### src/rtl/core/uad_pkg.sv
// Package for the unsigned to ASCII digits core: sizes, queue entry types,
// front-end state encoding and the digit to character mapping.
// No dependencies.
`timescale 1ns / 1ps

package uad_pkg;

  localparam int VALUE_BITS   = 32;
  localparam int DEC_DIGITS   = 10;  // decimal digits of a VALUE_BITS number
  localparam int BCD_W        = 4 * DEC_DIGITS;
  localparam int CONV_STEPS   = VALUE_BITS / 4;  // four bits per cycle
  localparam int CNT_W        = $clog2(CONV_STEPS);
  localparam int IDX_W        = $clog2(DEC_DIGITS);
  localparam int CHAR_W       = 7;
  localparam int QUEUE_DEPTH  = 2;
  localparam int QPTR_W       = $clog2(QUEUE_DEPTH);
  localparam int QCNT_W       = $clog2(QUEUE_DEPTH + 1);

  localparam logic [CHAR_W-1:0] ASCII_ZERO  = 7'h30;
  localparam logic [CHAR_W-1:0] ASCII_UPPER = 7'h41;
  localparam logic [CHAR_W-1:0] ASCII_LOWER = 7'h61;
  localparam logic [3:0]        DEC_RADIX   = 4'd10;

  localparam int CFG_ADDR_W = 3;
  localparam int CFG_DATA_W = 32;
  localparam logic CFG_IDX_UPPER_HEX = 1'b0;

  typedef enum logic [1:0] {
    FE_IDLE,
    FE_CONV,
    FE_PUSH
  } fe_state_t;

  typedef struct packed {
    logic [BCD_W-1:0] digits;
    logic [IDX_W-1:0] top;
  } q_entry_t;

  typedef struct packed {
    logic     valid;
    q_entry_t entry;
  } q_push_t;

  typedef struct packed {
    logic full;
    logic empty;
  } q_stat_t;

  function automatic logic [CHAR_W-1:0] digit_char(input logic [3:0] d, input logic upper);
    logic [CHAR_W-1:0] res;
    if (d < DEC_RADIX) begin
      res = ASCII_ZERO + CHAR_W'(d);
    end else begin
      res = (upper ? ASCII_UPPER : ASCII_LOWER) + CHAR_W'(d - DEC_RADIX);
    end
    return res;
  endfunction

endpackage

### src/rtl/core/uad_in_if.sv
// Input channel of the unsigned to ASCII digits core.
// Depends on uad_pkg.
`timescale 1ns / 1ps

interface uad_in_if;
  import uad_pkg::*;
  logic                  valid;
  logic                  ready;
  logic [VALUE_BITS-1:0] value;
  logic                  radix_hex;

  modport source (output valid, value, radix_hex, input ready);
  modport sink   (input valid, value, radix_hex, output ready);
endinterface

### src/rtl/core/uad_out_if.sv
// Result channel of the unsigned to ASCII digits core, one character per transfer.
// Depends on uad_pkg.
`timescale 1ns / 1ps

interface uad_out_if;
  import uad_pkg::*;
  logic              valid;
  logic              ready;
  logic [CHAR_W-1:0] character;
  logic              last_char;

  modport source (output valid, character, last_char, input ready);
  modport sink   (input valid, character, last_char, output ready);
endinterface

### src/rtl/core/unsigned_to_ascii_digits_core.sv
// Unsigned to ASCII digits core: front end, digit queue, emitter, config register.
// The front end converts to BCD four bits per cycle (shift-and-add-3) and takes
// a new number only once the digits of the previous one are pushed; the emitter
// sends one character per cycle while the output is ready.
// Reset: synchronous, active low; clears control state and upper_case_hex.
`timescale 1ns / 1ps

module unsigned_to_ascii_digits_core
  import uad_pkg::*;
(
  input  logic                  clk,
  input  logic                  rst_n,
  uad_in_if.sink                in_ch,
  uad_out_if.source             out_ch,
  input  logic                  cfg_psel,
  input  logic                  cfg_penable,
  input  logic                  cfg_pwrite,
  input  logic [CFG_ADDR_W-1:0] cfg_paddr,
  input  logic [CFG_DATA_W-1:0] cfg_pwdata,
  output logic [CFG_DATA_W-1:0] cfg_prdata,
  output logic                  cfg_pready
);

  q_push_t  push;
  logic     push_ready;
  logic     pop_valid;
  q_entry_t pop_entry;
  logic     pop_ready;
  q_stat_t  q_stat;
  logic     upper_r, upper_nxt;
  logic     cfg_wr;

  assign cfg_pready = 1'b1;
  assign cfg_wr     = cfg_psel && cfg_penable && cfg_pwrite && cfg_pready;
  assign upper_nxt  = (cfg_wr && cfg_paddr[CFG_ADDR_W-1] == CFG_IDX_UPPER_HEX) ?
                      cfg_pwdata[0] : upper_r;
  assign cfg_prdata = (cfg_paddr[CFG_ADDR_W-1] == CFG_IDX_UPPER_HEX) ?
                      CFG_DATA_W'(upper_r) : '0;

  always_ff @(posedge clk) begin
    if (!rst_n) begin
      upper_r <= 1'b0;
    end else begin
      upper_r <= upper_nxt;
    end
  end

  uad_front u_front (
    .clk        (clk),
    .rst_n      (rst_n),
    .in_ch      (in_ch),
    .push       (push),
    .push_ready (push_ready)
  );

  uad_queue u_queue (
    .clk        (clk),
    .rst_n      (rst_n),
    .push       (push),
    .push_ready (push_ready),
    .pop_valid  (pop_valid),
    .pop_entry  (pop_entry),
    .pop_ready  (pop_ready),
    .stat       (q_stat)
  );

  uad_back u_back (
    .clk        (clk),
    .rst_n      (rst_n),
    .pop_valid  (pop_valid),
    .pop_entry  (pop_entry),
    .pop_ready  (pop_ready),
    .upper_hex  (upper_r),
    .out_ch     (out_ch)
  );

  a_char_is_digit: assert property (@(posedge clk) disable iff (!rst_n)
    out_ch.valid |-> ((out_ch.character >= 7'h30 && out_ch.character <= 7'h39) ||
                      (out_ch.character >= 7'h41 && out_ch.character <= 7'h46) ||
                      (out_ch.character >= 7'h61 && out_ch.character <= 7'h66)))
    else $error("character outside digit set");

  a_queue_stat: assert property (@(posedge clk) disable iff (!rst_n)
    !(q_stat.full && q_stat.empty))
    else $error("queue both full and empty");

  a_busy_after_transfer: assert property (@(posedge clk) disable iff (!rst_n)
    (in_ch.valid && in_ch.ready) |=> !in_ch.ready)
    else $error("front end took a transfer while converting");

endmodule

### src/rtl/core/uad_front.sv
// Front end: accepts a number, converts it to BCD (shift-and-add-3, four bits
// per cycle) or splits it into nibbles for hex, and pushes the digits.
// Depends on uad_pkg and uad_in_if.
`timescale 1ns / 1ps

module uad_front
  import uad_pkg::*;
(
  input  logic        clk,
  input  logic        rst_n,
  uad_in_if.sink      in_ch,
  output q_push_t     push,
  input  logic        push_ready
);

  fe_state_t             state_r, state_nxt;
  logic [VALUE_BITS-1:0] bin_r, bin_nxt;
  logic [BCD_W-1:0]      bcd_r, bcd_nxt;
  logic [CNT_W-1:0]      cnt_r, cnt_nxt;
  logic [IDX_W-1:0]      top;
  logic                  accept;

  assign accept = in_ch.valid && in_ch.ready;

  always_comb begin
    state_nxt = state_r;
    case (state_r)
      FE_IDLE: begin
        if (in_ch.valid) begin
          state_nxt = in_ch.radix_hex ? FE_PUSH : FE_CONV;
        end
      end
      FE_CONV: begin
        if (cnt_r == CNT_W'(CONV_STEPS - 1)) begin
          state_nxt = FE_PUSH;
        end
      end
      FE_PUSH: begin
        if (push_ready) begin
          state_nxt = FE_IDLE;
        end
      end
      default: state_nxt = FE_IDLE;
    endcase
  end

  always_comb begin
    in_ch.ready = 1'b0;
    case (state_r)
      FE_IDLE: in_ch.ready = 1'b1;
      default: ;
    endcase
  end

  assign push.valid = (state_r == FE_PUSH);

  // Datapath: load, then four double-dabble bit steps per cycle
  always_comb begin
    logic [BCD_W-1:0]      t;
    logic [VALUE_BITS-1:0] b;
    t       = bcd_r;
    b       = bin_r;
    bin_nxt = bin_r;
    bcd_nxt = bcd_r;
    cnt_nxt = cnt_r;
    if (accept) begin
      bin_nxt = in_ch.value;
      cnt_nxt = '0;
      bcd_nxt = in_ch.radix_hex ? BCD_W'(in_ch.value) : '0;
    end else if (state_r == FE_CONV) begin
      for (int j = 0; j < 4; j++) begin
        for (int i = 0; i < DEC_DIGITS; i++) begin
          if (t[i*4 +: 4] >= 4'd5) begin
            t[i*4 +: 4] = t[i*4 +: 4] + 4'd3;
          end
        end
        t = {t[BCD_W-2:0], b[VALUE_BITS-1]};
        b = {b[VALUE_BITS-2:0], 1'b0};
      end
      bcd_nxt = t;
      bin_nxt = b;
      cnt_nxt = cnt_r + CNT_W'(1);
    end
  end

  // Most significant non-zero digit; zero gives digit 0
  always_comb begin
    top = '0;
    for (int i = 1; i < DEC_DIGITS; i++) begin
      if (bcd_r[i*4 +: 4] != 4'd0) begin
        top = IDX_W'(i);
      end
    end
  end

  assign push.entry.digits = bcd_r;
  assign push.entry.top    = top;

  always_ff @(posedge clk) begin
    if (!rst_n) begin
      state_r <= FE_IDLE;
    end else begin
      state_r <= state_nxt;
    end
  end

  always_ff @(posedge clk) begin
    bin_r <= bin_nxt;
    bcd_r <= bcd_nxt;
    cnt_r <= cnt_nxt;
  end

endmodule

### src/rtl/core/uad_queue.sv
// Two-entry queue of digit records between the front end and the emitter.
// Depends on uad_pkg.
`timescale 1ns / 1ps

module uad_queue
  import uad_pkg::*;
(
  input  logic     clk,
  input  logic     rst_n,
  input  q_push_t  push,
  output logic     push_ready,
  output logic     pop_valid,
  output q_entry_t pop_entry,
  input  logic     pop_ready,
  output q_stat_t  stat
);

  q_entry_t          mem_r [QUEUE_DEPTH];
  logic [QPTR_W-1:0] wptr_r, wptr_nxt;
  logic [QPTR_W-1:0] rptr_r, rptr_nxt;
  logic [QCNT_W-1:0] cnt_r, cnt_nxt;
  logic              do_push, do_pop;

  assign stat.full   = (cnt_r == QCNT_W'(QUEUE_DEPTH));
  assign stat.empty  = (cnt_r == '0);
  assign push_ready  = !stat.full;
  assign pop_valid   = !stat.empty;
  assign pop_entry   = mem_r[rptr_r];
  assign do_push     = push.valid && push_ready;
  assign do_pop      = pop_valid && pop_ready;

  always_comb begin
    wptr_nxt = wptr_r;
    rptr_nxt = rptr_r;
    cnt_nxt  = cnt_r;
    if (do_push) begin
      wptr_nxt = (wptr_r == QPTR_W'(QUEUE_DEPTH - 1)) ? '0 : wptr_r + QPTR_W'(1);
    end
    if (do_pop) begin
      rptr_nxt = (rptr_r == QPTR_W'(QUEUE_DEPTH - 1)) ? '0 : rptr_r + QPTR_W'(1);
    end
    if (do_push && !do_pop) begin
      cnt_nxt = cnt_r + QCNT_W'(1);
    end else if (do_pop && !do_push) begin
      cnt_nxt = cnt_r - QCNT_W'(1);
    end
  end

  always_ff @(posedge clk) begin
    if (!rst_n) begin
      wptr_r <= '0;
      rptr_r <= '0;
      cnt_r  <= '0;
    end else begin
      wptr_r <= wptr_nxt;
      rptr_r <= rptr_nxt;
      cnt_r  <= cnt_nxt;
    end
  end

  always_ff @(posedge clk) begin
    if (do_push) begin
      mem_r[wptr_r] <= push.entry;
    end
  end

endmodule

### src/rtl/core/uad_back.sv
// Emitter: walks a digit record from its top digit down and sends one ASCII
// character per transfer through an output register.
// Depends on uad_pkg and uad_out_if.
`timescale 1ns / 1ps

module uad_back
  import uad_pkg::*;
(
  input  logic      clk,
  input  logic      rst_n,
  input  logic      pop_valid,
  input  q_entry_t  pop_entry,
  output logic      pop_ready,
  input  logic      upper_hex,
  uad_out_if.source out_ch
);

  logic              busy_r, busy_nxt;
  logic [BCD_W-1:0]  digits_r, digits_nxt;
  logic [IDX_W-1:0]  idx_r, idx_nxt;
  logic              ovalid_r, ovalid_nxt;
  logic [CHAR_W-1:0] char_r, char_nxt;
  logic              last_r, last_nxt;
  logic              advance;
  logic              done;

  assign advance   = busy_r && (!ovalid_r || out_ch.ready);
  assign done      = advance && (idx_r == '0);
  assign pop_ready = !busy_r || done;

  always_comb begin
    busy_nxt   = busy_r;
    digits_nxt = digits_r;
    idx_nxt    = idx_r;
    ovalid_nxt = ovalid_r;
    char_nxt   = char_r;
    last_nxt   = last_r;
    if (advance) begin
      ovalid_nxt = 1'b1;
      char_nxt   = digit_char(digits_r[idx_r*4 +: 4], upper_hex);
      last_nxt   = (idx_r == '0);
      if (idx_r == '0) begin
        busy_nxt = 1'b0;
      end else begin
        idx_nxt = idx_r - IDX_W'(1);
      end
    end else if (ovalid_r && out_ch.ready) begin
      ovalid_nxt = 1'b0;
    end
    if (pop_valid && pop_ready) begin
      busy_nxt   = 1'b1;
      digits_nxt = pop_entry.digits;
      idx_nxt    = pop_entry.top;
    end
  end

  assign out_ch.valid     = ovalid_r;
  assign out_ch.character = char_r;
  assign out_ch.last_char = last_r;

  always_ff @(posedge clk) begin
    if (!rst_n) begin
      busy_r   <= 1'b0;
      ovalid_r <= 1'b0;
    end else begin
      busy_r   <= busy_nxt;
      ovalid_r <= ovalid_nxt;
    end
  end

  always_ff @(posedge clk) begin
    digits_r <= digits_nxt;
    idx_r    <= idx_nxt;
    char_r   <= char_nxt;
    last_r   <= last_nxt;
  end

endmodule

### src/flat_wrapper.sv
// flat-port wrapper written by rule: the top's interface ports become plain ports
module unsigned_to_ascii_digits_core_flat import uad_pkg::*;
  (clk, rst_n, cfg_psel, cfg_penable, cfg_pwrite, cfg_paddr, cfg_pwdata, cfg_prdata, cfg_pready, in_ch_valid, in_ch_value, in_ch_radix_hex, in_ch_ready, out_ch_valid, out_ch_character, out_ch_last_char, out_ch_ready);
  uad_in_if in_ch_i ();
  uad_out_if out_ch_i ();
  input  logic clk;
  input  logic rst_n;
  input  logic cfg_psel;
  input  logic cfg_penable;
  input  logic cfg_pwrite;
  input  logic [CFG_ADDR_W-1:0] cfg_paddr;
  input  logic [CFG_DATA_W-1:0] cfg_pwdata;
  output logic [CFG_DATA_W-1:0] cfg_prdata;
  output logic cfg_pready;
  input wire logic [$bits(in_ch_i.valid)-1:0] in_ch_valid;
  input wire logic [$bits(in_ch_i.value)-1:0] in_ch_value;
  input wire logic [$bits(in_ch_i.radix_hex)-1:0] in_ch_radix_hex;
  output wire logic [$bits(in_ch_i.ready)-1:0] in_ch_ready;
  output wire logic [$bits(out_ch_i.valid)-1:0] out_ch_valid;
  output wire logic [$bits(out_ch_i.character)-1:0] out_ch_character;
  output wire logic [$bits(out_ch_i.last_char)-1:0] out_ch_last_char;
  input wire logic [$bits(out_ch_i.ready)-1:0] out_ch_ready;
  assign in_ch_i.valid = in_ch_valid;
  assign in_ch_i.value = in_ch_value;
  assign in_ch_i.radix_hex = in_ch_radix_hex;
  assign in_ch_ready = in_ch_i.ready;
  assign out_ch_valid = out_ch_i.valid;
  assign out_ch_character = out_ch_i.character;
  assign out_ch_last_char = out_ch_i.last_char;
  assign out_ch_i.ready = out_ch_ready;
  unsigned_to_ascii_digits_core u_core (.clk(clk), .rst_n(rst_n), .in_ch(in_ch_i), .out_ch(out_ch_i), .cfg_psel(cfg_psel), .cfg_penable(cfg_penable), .cfg_pwrite(cfg_pwrite), .cfg_paddr(cfg_paddr), .cfg_pwdata(cfg_pwdata), .cfg_prdata(cfg_prdata), .cfg_pready(cfg_pready));
endmodule
### config.mk
export PLATFORM = sky130hd
export DESIGN_NAME = unsigned_to_ascii_digits_core_flat
export DESIGN_NICKNAME = d
export VERILOG_FILES = /design/src/rtl/core/uad_pkg.sv /design/src/rtl/core/uad_in_if.sv /design/src/rtl/core/uad_out_if.sv /design/src/rtl/core/unsigned_to_ascii_digits_core.sv /design/src/rtl/core/uad_front.sv /design/src/rtl/core/uad_queue.sv /design/src/rtl/core/uad_back.sv /design/src/flat_wrapper.sv
export SDC_FILE = /design/constraint.sdc
export NUM_CORES = 1
export LEC_CHECK = 0
export BUFFER_PORTS_ARGS = -buffer_cell sky130_fd_sc_hd__buf_2
export CAP_MARGIN = 20
export CORE_UTILIZATION = 65
export CTS_BUF_LIST = sky130_fd_sc_hd__clkbuf_8 sky130_fd_sc_hd__clkbuf_16
export DETAILED_ROUTE_END_ITERATION = 7
export GPL_ROUTABILITY_DRIVEN = 0
export GPL_TIMING_DRIVEN = 0
export HOLD_SLACK_MARGIN = 0.15
export PLACE_DENSITY = 0.86
export SLEW_MARGIN = 20
export SYNTH_ARGS = -nofsm -noshare
export SYNTH_HDL_FRONTEND = slang
export SYNTH_SLANG_ARGS = --single-unit
### constraint.sdc
create_clock -name clk -period 11.7 [get_ports clk]
set_input_delay 1.17 -clock clk [delete_from_list [all_inputs] [get_ports clk]]
set_output_delay 1.17 -clock clk [all_outputs]
set_load 0.1 [all_outputs]
==> results of run 1 <==
[critical path, cell delays in order, from the launching register on]
cell      delay, ns
edfxtp_1       0.62
inv_1          0.09
ha_1           0.26
nor2b_1        0.18
or3_1          0.39
nand2_1        0.17
inv_1          0.06
ha_1           0.28
nand2b_1       0.15
o211ai_1       0.16
a221o_1        0.41
inv_1          0.10
ha_1           0.23
a21oi_1        0.16
a22oi_1        0.09
a22oi_1        0.43
nor2_1         0.10
or3_1          0.38
a21oi_1        0.14
[kinds of logic (layout without fill, tap and decap cells)]
group / after synthesis / count (layout) / synth area share [%]
buf+inv: 162 / 260 / 5.19
flops: 225 / 225 / 46.3
other cells: 2 / 32 / 0.0524
fa+ha+maj: 57 / 57 / 4.93
xor+xnor: 33 / 33 / 2.36
simple gates: 448 / 448 / 14.6
compound gates: 387 / 387 / 18.7
mux: 95 / 95 / 7.94
[routing by layer]
metal / wire length (um) / track usage [%]
met1: 13900 / 39.6
met2: 15600 / 49.6
met3: 2560 / 4.88
met4: 891 / 9.60
met5: 0 / 0
[synthesized netlist by cell type (13+ instances only)]
cell type,instances,share of area [%]
nand2_1,195,5.1
o21a_1,21,1.1
or3_1,16,0.70
nor2b_1,20,0.87
inv_1,70,1.8
o21ai_0,91,3.2
o211ai_1,24,1.3
mux2_2,55,4.3
a31oi_1,23,1.0
buf_4,32,1.7
a21o_1,13,0.68
edfxtp_1,212,44
xnor2_1,19,1.2
and2_1,18,0.79
nand2b_1,22,0.96
ha_1,54,4.7
dfxtp_1,13,1.8
nand3_1,36,1.3
a211oi_1,26,1.4
nor2_1,76,2.0
nor3_1,15,0.52
mux2i_1,30,2.1
clkbuf_1,38,1.0
a21oi_1,73,2.6
[layout make-up]
type                    count  share of cell area, %
well taps                 275                   2.15
clock inverters            20                   1.84
flip-flops and latches    225                   41.3
repair buffers             54                   2.15
inverters                  73                   1.72
clock buffers              24                   3.75
multi-input cells        1052                   44.1
plain buffers              89                   2.93
[state kept, by name, indices dropped and copies added, names as in the netlist, named ones only]
| name | flops |
|---|---|
| u_core.u_queue.mem_r | 88 |
| u_core.u_back.digits_r | 40 |
| u_core.u_front.bcd_r | 40 |
| u_core.u_front.bin_r | 32 |
| u_core.u_back.out_ch.character | 7 |
| u_core.u_back.idx_r | 4 |
| u_core.u_front.cnt_r | 3 |
| u_core.u_front.state_r | 2 |
| u_core.u_queue.cnt_r | 2 |
| u_core.u_back.busy_r | 1 |
| u_core.u_back.out_ch.last_char | 1 |
| u_core.u_back.out_ch.valid | 1 |
| u_core.u_queue.rptr_r | 1 |
| u_core.u_queue.wptr_r | 1 |
| u_core.upper_r | 1 |
[stage by stage]
| step | hold WS [ns] | instance area [um^2] | cells | util, % |
|---|---|---|---|---|
| 2_1_floorplan | 0.439 | 14400 | 1439 | - |
| 3_3_place_gp | 0.446 | 15000 | 1764 | 70.6 |
| 3_5_place_dp | 0.464 | 15100 | 1768 | 71.1 |
| 4_1_cts | 0.480 | 16000 | 1812 | 75.3 |
| 5_1_grt | 0.482 | 16000 | 1812 | 75.3 |
| 6_report | 0.481 | 16000 | 1812 | 75.3 |
[worst paths after layout]
kind | startpoint | end | slack [ns] | cells after the start
worst max-delay path | u_core.u_front.bcd_r[28] | u_core.u_front.bcd_r[34] | 7.14 | 18
worst min-delay path | u_core.u_front.bcd_r[22] | u_core.u_queue.mem_r[0][26] | 0.48 | 0
worst max register to register | u_core.u_front.bcd_r[28] | u_core.u_front.bcd_r[34] | 7.14 | 18
worst min register to register | u_core.u_front.bcd_r[22] | u_core.u_queue.mem_r[0][26] | 0.48 | 0
==> results.json, run 1 <==
{
  "cts_root_buffer": "clkbuf_16",
  "grt_pass1_wl_um": 52500,
  "first_pass_iters": 5,
  "fin_crit_sh_pct": 39.0,
  "grt_start_max_net_pins": 42,
  "layout_commonest_cell": "edfxtp_1",
  "die_area_mm2": 0.0226,
  "cts_sinks": 225,
  "nets": 1648,
  "diodes": 0,
  "worst_slew_pin_slew_ns": 0.813,
  "dieHeight_um": 150,
  "max_freq_ghz": 0.219,
  "postCtsSetupBuffers": 0,
  "cts_max_level": 1,
  "synthFlopType": "edfxtp_1",
  "coreArea_mm2": 0.0213,
  "syn_area_mm2": 0.0143,
  "syn_to_final_growth_pct": 11.9,
  "cts_max_path_buffers": 3,
  "synth_edf_count": 212,
  "timing.final.ws_setup_ns": 7.14,
  "dp_hpwl_um": 22800,
  "finClkSkew_ns": 0.0122,
  "grt_use_total_pct": 29.7,
  "io_pins": 118,
  "min_period_ns": 4.56,
  "mostFrequentLayoutCells": "edfxtp_1 (212), nand2_1 (195), o21ai_0 (91), nor2_1 (76), a21oi_1 (73)",
  "drive_gt1_share_pct": 16.9,
  "rows": 53,
  "hp-class": "flip-flop to flip-flop",
  "wire_per_inst_um": 18.2,
  "multi_input_area_mm2": 0.00708,
  "drc": 0,
  "synth_cell_types": 93,
  "crit_fanout": 8,
  "drt_iter0_drc": 994,
  "synth.avg_cell_area_um2": 10.2,
  "setup_viol": 0,
  "fillers": 1401,
  "cts-buffers-inserted": 24,
  "start_kind": "flip-flop",
  "synth_cells": 1409,
  "antenna_found_initial": 0,
  "postRouteAntennaNets": 0,
  "io_buffers": 50,
  "arrival_ns": 4.94,
  "async_flop_share_pct": 0,
  "die_w_um": 150,
  "slew_headroom_pct": 45.8,
  "rsz0062_at_grt": "false",
  "critPathKind": "flip-flop to flip-flop",
  "ctsResizeCount": 0,
  "slew_viol_final": 0,
  "overflow": 0,
  "finalSetupTns_ns": 0,
  "avgViaCountPerCell": 6.25,
  "max_cap_viol_count": 0,
  "num_vias": 11324,
  "post-place-ws_ns": 7.23,
  "ys_ff_latch": 225,
  "regArea_mm2": 0.00663,
  "outcome": "finished, final reports clean",
  "worst_setup_path_end_kind": "flip-flop",
  "grt_pass1_vias": 10558,
  "synth_seq_area_share_pct": 46.3,
  "finalWirelength_um": 32900,
  "hold_buffers": 0,
  "finalHoldViolations": 0,
  "tritoncts": "built",
  "clkLatencyLatePin_ns": 0.53,
  "start_util_pct": 67.3,
  "path_clk_slew_ns": 0.06,
  "worst_ep_required_time_ns": 12.08,
  "synth-warning-count": 0
}
Power of run 1 is left out: the tool's default activity adds up to more than one toggle a clock period on the data nets, which glitch-free logic cannot reach.
==> inputs of run 2 (changes only) <==
--- a/config.mk
+++ b/config.mk
@@ -7,13 +7,13 @@
 export LEC_CHECK = 0
 export BUFFER_PORTS_ARGS = -buffer_cell sky130_fd_sc_hd__buf_2
 export CAP_MARGIN = 20
-export CORE_UTILIZATION = 65
+export CORE_UTILIZATION = 61
 export CTS_BUF_LIST = sky130_fd_sc_hd__clkbuf_8 sky130_fd_sc_hd__clkbuf_16
 export DETAILED_ROUTE_END_ITERATION = 7
 export GPL_ROUTABILITY_DRIVEN = 0
 export GPL_TIMING_DRIVEN = 0
 export HOLD_SLACK_MARGIN = 0.15
-export PLACE_DENSITY = 0.86
+export PLACE_DENSITY = 0.81
 export SLEW_MARGIN = 20
 export SYNTH_ARGS = -nofsm -noshare
 export SYNTH_HDL_FRONTEND = slang
==> constraint.sdc (replaced) <==
create_clock -name clk -period 4.3 [get_ports clk]
set_input_delay 0.43 -clock clk [delete_from_list [all_inputs] [get_ports clk]]
set_output_delay 0.43 -clock clk [all_outputs]
set_load 0.1 [all_outputs]
==> results.json, run 2 (synthesis results as in run 1) <==
{
  "outcome": "finished, final reports clean",
  "largest_registers": "u_core.u_queue.mem_r x88, u_core.u_back.digits_r x40, u_core.u_front.bcd_r x40",
  "finalWirelength_um": 31500,
  "max_freq_ghz": 0.246,
  "top_register": "u_core.u_queue.mem_r",
  "start_util_pct": 62.7,
  "cts_max_level": 1,
  "overflow": 0,
  "largest_register_ff_count": 88,
  "dieHeight_um": 155,
  "hp-start": "cfg_pwdata[0]",
  "tritoncts": "built",
  "setup_viol": 0,
  "antenna_found_initial": 0,
  "start_kind": "flip-flop",
  "cts_max_path_buffers": 3,
  "postRouteAntennaNets": 0,
  "hold_buffers": 0,
  "grt_pass1_vias": 10257,
  "wire_per_inst_um": 17.0,
  "startpoint": "u_core.u_front.bcd_r[32]",
  "coreArea_mm2": 0.0228,
  "rows": 55,
  "worst_ep_required_time_ns": 4.55,
  "nets": 1657,
  "crit_fanout": 5,
  "drc": 0,
  "mostFrequentLayoutCells": "edfxtp_1 (212), nand2_1 (194), o21ai_0 (88), nor2_1 (76), a21oi_1 (72)",
  "slew_headroom_pct": 47.8,
  "cts_root_buffer": "clkbuf_16",
  "worst_slew_pin_slew_ns": 0.783,
  "path_clk_slew_ns": 0.06,
  "diodes": 0,
  "grt_start_max_net_pins": 43,
  "num_vias": 11026,
  "grt_pass1_wl_um": 50400,
  "slew_viol_final": 0,
  "worstReg2RegStart": "u_core.u_front.bcd_r[32]",
  "min_period_ns": 4.06,
  "io_buffers": 50,
  "drt_iter0_drc": 1038,
  "critPathKind": "flip-flop to flip-flop",
  "grt_use_total_pct": 26.2,
  "die_area_mm2": 0.0241,
  "io_pins": 118,
  "clkLatencyLatePin_ns": 0.53,
  "cts-buffers-inserted": 24,
  "fin_crit_sh_pct": 94.4,
  "syn_to_final_growth_pct": 12.9,
  "dp_hpwl_um": 22700,
  "cts_sinks": 225,
  "utilization_pct": 70.8,
  "worst_setup_path_end_kind": "flip-flop",
  "finClkSkew_ns": 0.0195,
  "drive_gt1_share_pct": 18.2,
  "hp-class": "input pin to flip-flop",
  "arrival_ns": 4.31,
  "finalHoldViolations": 0,
  "first_pass_iters": 6,
  "die_w_um": 155,
  "max_cap_viol_count": 0,
  "layout_commonest_cell": "edfxtp_1",
  "avgViaCountPerCell": 5.93
}
-- run 2: worst paths after layout --
check,slack [ns],endpoint,cells after the start
hold reg to reg,0.47,u_core.u_queue.mem_r[1][26],0
setup / recovery,0.24,u_core.u_front.bcd_r[37],18
hold / removal,0.18,u_core.upper_r,3
setup reg to reg,0.24,u_core.u_front.bcd_r[37],18
-- run 2: stage by stage --
step	setup slack, ns	area, um^2	TNS, ns	cells	hold slack [ns]
after detailed placement	-0.225	15200	-0.686	1807	0.455
final	0.243	16200	0	1859	0.176
after CTS	0.0115	16100	0	1854	0.166
after floorplan	0.417	14400	0	1439	0.439
after global routing	-0.0447	16200	-0.0521	1859	0.187
after global placement	-0.155	15100	-5.22	1802	0.447
-- run 2: cell type report --
cell class / count / area (um^2)
Clock inverter: 20 / 226
Multi-Input combinational cell: 1052 / 7150
Tap cell: 313 / 392
Inverter: 73 / 277
Fill cell: 1710 / 6670
Sequential cell: 225 / 6630
Clock buffer: 24 / 601
Timing Repair Buffer: 64 / 433
Buffer: 88 / 465
-- run 2: timing repair --
| action | in CTS | in global routing |
|---|---|---|
| pin swaps | 0 | 4 |
| setup buffers | 3 | 6 |
| endpoints found under the setup margin | 6 | 11 |
| resized for setup | 4 | 17 |
-- run 2: routing by layer --
layer	global-route usage (%)	vias to the layer above	wire, um
met5	0	-	0
met4	7.89	0	941
met3	3.29	75	2180
met2	42.3	456	14400
met1	37.2	5122	14000
li1	-	5373	-
-- run 2: worst max-delay path, stage by stage, from the launching register on --
cell,delay (ns)
edfxtp_1,0.45
inv_1,0.13
ha_2,0.23
nor2b_4,0.19
nor3_1,0.06
a21oi_1,0.33
ha_1,0.27
nor2b_1,0.18
o21a_1,0.21
xnor2_2,0.17
ha_2,0.27
nand2b_1,0.09
a21oi_2,0.25
xor2_2,0.22
ha_1,0.21
nand2b_1,0.08
o221ai_2,0.24
xor2_1,0.18
nor2_1,0.05
Power of run 2 is left out for the same reason.
==> inputs of run 3 (changes only) <==
--- a/config.mk
+++ b/config.mk
@@ -5,6 +5,7 @@
 export SDC_FILE = /design/constraint.sdc
 export NUM_CORES = 1
 export LEC_CHECK = 0
+export ABC_AREA = 1
 export BUFFER_PORTS_ARGS = -buffer_cell sky130_fd_sc_hd__buf_2
 export CAP_MARGIN = 20
 export CORE_UTILIZATION = 61
==> results.json, run 3 <==
{
  "outcome": "finished, final reports clean",
  "finalHoldViolations": 0,
  "dieHeight_um": 150,
  "layout_commonest_cell": "nand2_1",
  "regArea_mm2": 0.00663,
  "max_freq_ghz": 0.244,
  "grt_pass1_wl_um": 46900,
  "cp_common_cell": "nand2_1",
  "grt_use_total_pct": 26.4,
  "syn_to_final_growth_pct": 12.5,
  "postRouteAntennaNets": 0,
  "rows": 53,
  "drive_gt1_share_pct": 16.3,
  "slew_headroom_pct": 46.8,
  "cts-buffers-inserted": 23,
  "max_cap_viol_count": 0,
  "yosysTopAreaCell": "edfxtp_1",
  "worst_setup_path_end_kind": "flip-flop",
  "worst_slew_pin_slew_ns": 0.798,
  "synth_commonest_cells": "nand2_1 (533), edfxtp_1 (212), inv_1 (164)",
  "cp_num_buf_inv": 6,
  "ys_ff_latch": 225,
  "yosysMostFrequentCell": "nand2_1",
  "cts_max_path_buffers": 3,
  "slowest_stage": "edfxtp_1",
  "synth_cells": 1580,
  "io_buffers": 52,
  "tritoncts": "built",
  "die_w_um": 150,
  "synth_edf_count": 212,
  "crit_fanout": 4,
  "hold_buffers": 0,
  "start_kind": "flip-flop",
  "dp_hpwl_um": 21300,
  "cts_max_level": 1,
  "synth_seq_area_share_pct": 49.4,
  "overflow": 0,
  "mostFrequentLayoutCells": "nand2_1 (532), edfxtp_1 (212), inv_1 (165), nand3_1 (122), nor2_1 (74)",
  "synth-warning-count": 0,
  "antenna_found_initial": 0,
  "io_pins": 118,
  "wire_per_inst_um": 14.6,
  "synth_cell_types": 47,
  "num_vias": 10773,
  "cts_sinks": 225,
  "crit_family": "simple AND/OR/NAND/NOR gates",
  "synth_top_cell_area_share_pct": 47.5,
  "grt_start_max_net_pins": 57,
  "finalWirelength_um": 29000,
  "arrival_ns": 4.38,
  "async_flop_share_pct": 0,
  "nets": 1826,
  "finClkSkew_ns": 0.0140,
  "drc": 0,
  "synthFlopType": "edfxtp_1",
  "cts_root_buffer": "clkbuf_16",
  "largest_registers": "u_core.u_queue.mem_r x88, u_core.u_back.digits_r x40, u_core.u_front.bcd_r x40",
  "fin_crit_sh_pct": 95.5,
  "top_register": "u_core.u_queue.mem_r",
  "syn_area_mm2": 0.0134,
  "first_pass_iters": 5,
  "coreArea_mm2": 0.0213,
  "fillers": 1593,
  "slew_viol_final": 0,
  "path_clk_slew_ns": 0.07,
  "multi_input_area_mm2": 0.00588,
  "min_period_ns": 4.11,
  "drt_iter0_drc": 807,
  "largest_register_ff_count": 88,
  "hp-class": "input pin to flip-flop",
  "setup_viol": 0,
  "grt_pass1_vias": 9868,
  "synth_top_cells_by_area": "edfxtp_1 (48%), nand2_1 (15%), ha_1 (5.0%), inv_1 (4.6%), nand3_1 (4.6%)",
  "max_stage_delay_ns": 0.48,
  "worst_ep_required_time_ns": 4.57,
  "avgViaCountPerCell": 5.42,
  "finalSetupTns_ns": 0,
  "die_area_mm2": 0.0226,
  "synth.avg_cell_area_um2": 8.48,
  "hold-worst-slack_ns": 0.180,
  "start_util_pct": 63.0,
  "diodes": 0,
  "critPathKind": "flip-flop to flip-flop",
  "clkLatencyLatePin_ns": 0.52
}
## run 3: cell types whose count changed in the layout (fill, tap and decap cells not counted), moves of 28 or more
cell / before / now
o21ai_0: 88 / 49
nand2_1: 194 / 532
mux2_2: 55 / 0
nand3_1: 36 / 122
nand3_2: 0 / 28
mux2i_1: 30 / 0
inv_1: 70 / 165
nand2_2: 3 / 64
nand4_1: 1 / 41
a21oi_1: 72 / 26
## run 3: through the flow
stage | area, um^2 | util [%] | instances | worst slack (ns)
finish | 15100 | 70.8 | 1989 | 0.194
global route | 15100 | 70.8 | 1989 | -0.0730
CTS | 15000 | 70.4 | 1983 | 0.108
detailed placement | 14200 | 66.8 | 1941 | 0.0392
global placement | 14100 | 66.3 | 1937 | -0.412
floorplan | 13500 | - | 1610 | 0.523
## run 3: kinds of logic after synthesis
group                    synth area share, %
AND/OR/NAND/NOR                         30.4
buffers and inverters                   7.97
adder cells (fa/ha/maj)                 5.04
XOR/XNOR                                1.04
AO/OA/AOI/OAI                           6.00
flip-flops                              49.4
other                                 0.0560
## run 3: what timing repair did
| item | in CTS | in global routing |
|---|---|---|
| endpoints found under the setup margin | 1 | 2 |
| gates cloned | 0 | 0 |
| pin swaps | 0 | 2 |
| setup buffers | 0 | 6 |
| gates resized for setup | 1 | 5 |
## run 3: path summary, 6_finish.rpt
| kind | start | endpoint | slack (ns) | cells after the start |
|---|---|---|---|---|
| max | u_core.u_front.bcd_r[32] | u_core.u_front.bcd_r[38] | 0.19 | 27 |
| min | cfg_pwdata[0] | u_core.upper_r | 0.18 | 2 |
| max reg2reg | u_core.u_front.bcd_r[32] | u_core.u_front.bcd_r[38] | 0.19 | 27 |
| min reg2reg | u_core.u_front.bcd_r[37] | u_core.u_queue.mem_r[1][41] | 0.49 | 0 |
## run 3: layer usage
layer	wire length, um	up-vias	global-route usage [%]
li1	-	5431	-
met1	12500	4908	35.7
met2	13600	372	44.0
met3	2010	62	3.27
met4	846	0	9.29
met5	0	-	0
## run 3: cell type report
class,count,share of cell area [%]
flip-flops and latches,225,44.0
multi-input cells,1134,39.0
inverters,187,4.66
clock buffers,23,3.82
repair buffers,62,2.61
plain buffers,64,2.44
well taps,275,2.28
clock inverters,19,1.22
Power of run 3 is left out for the same reason.
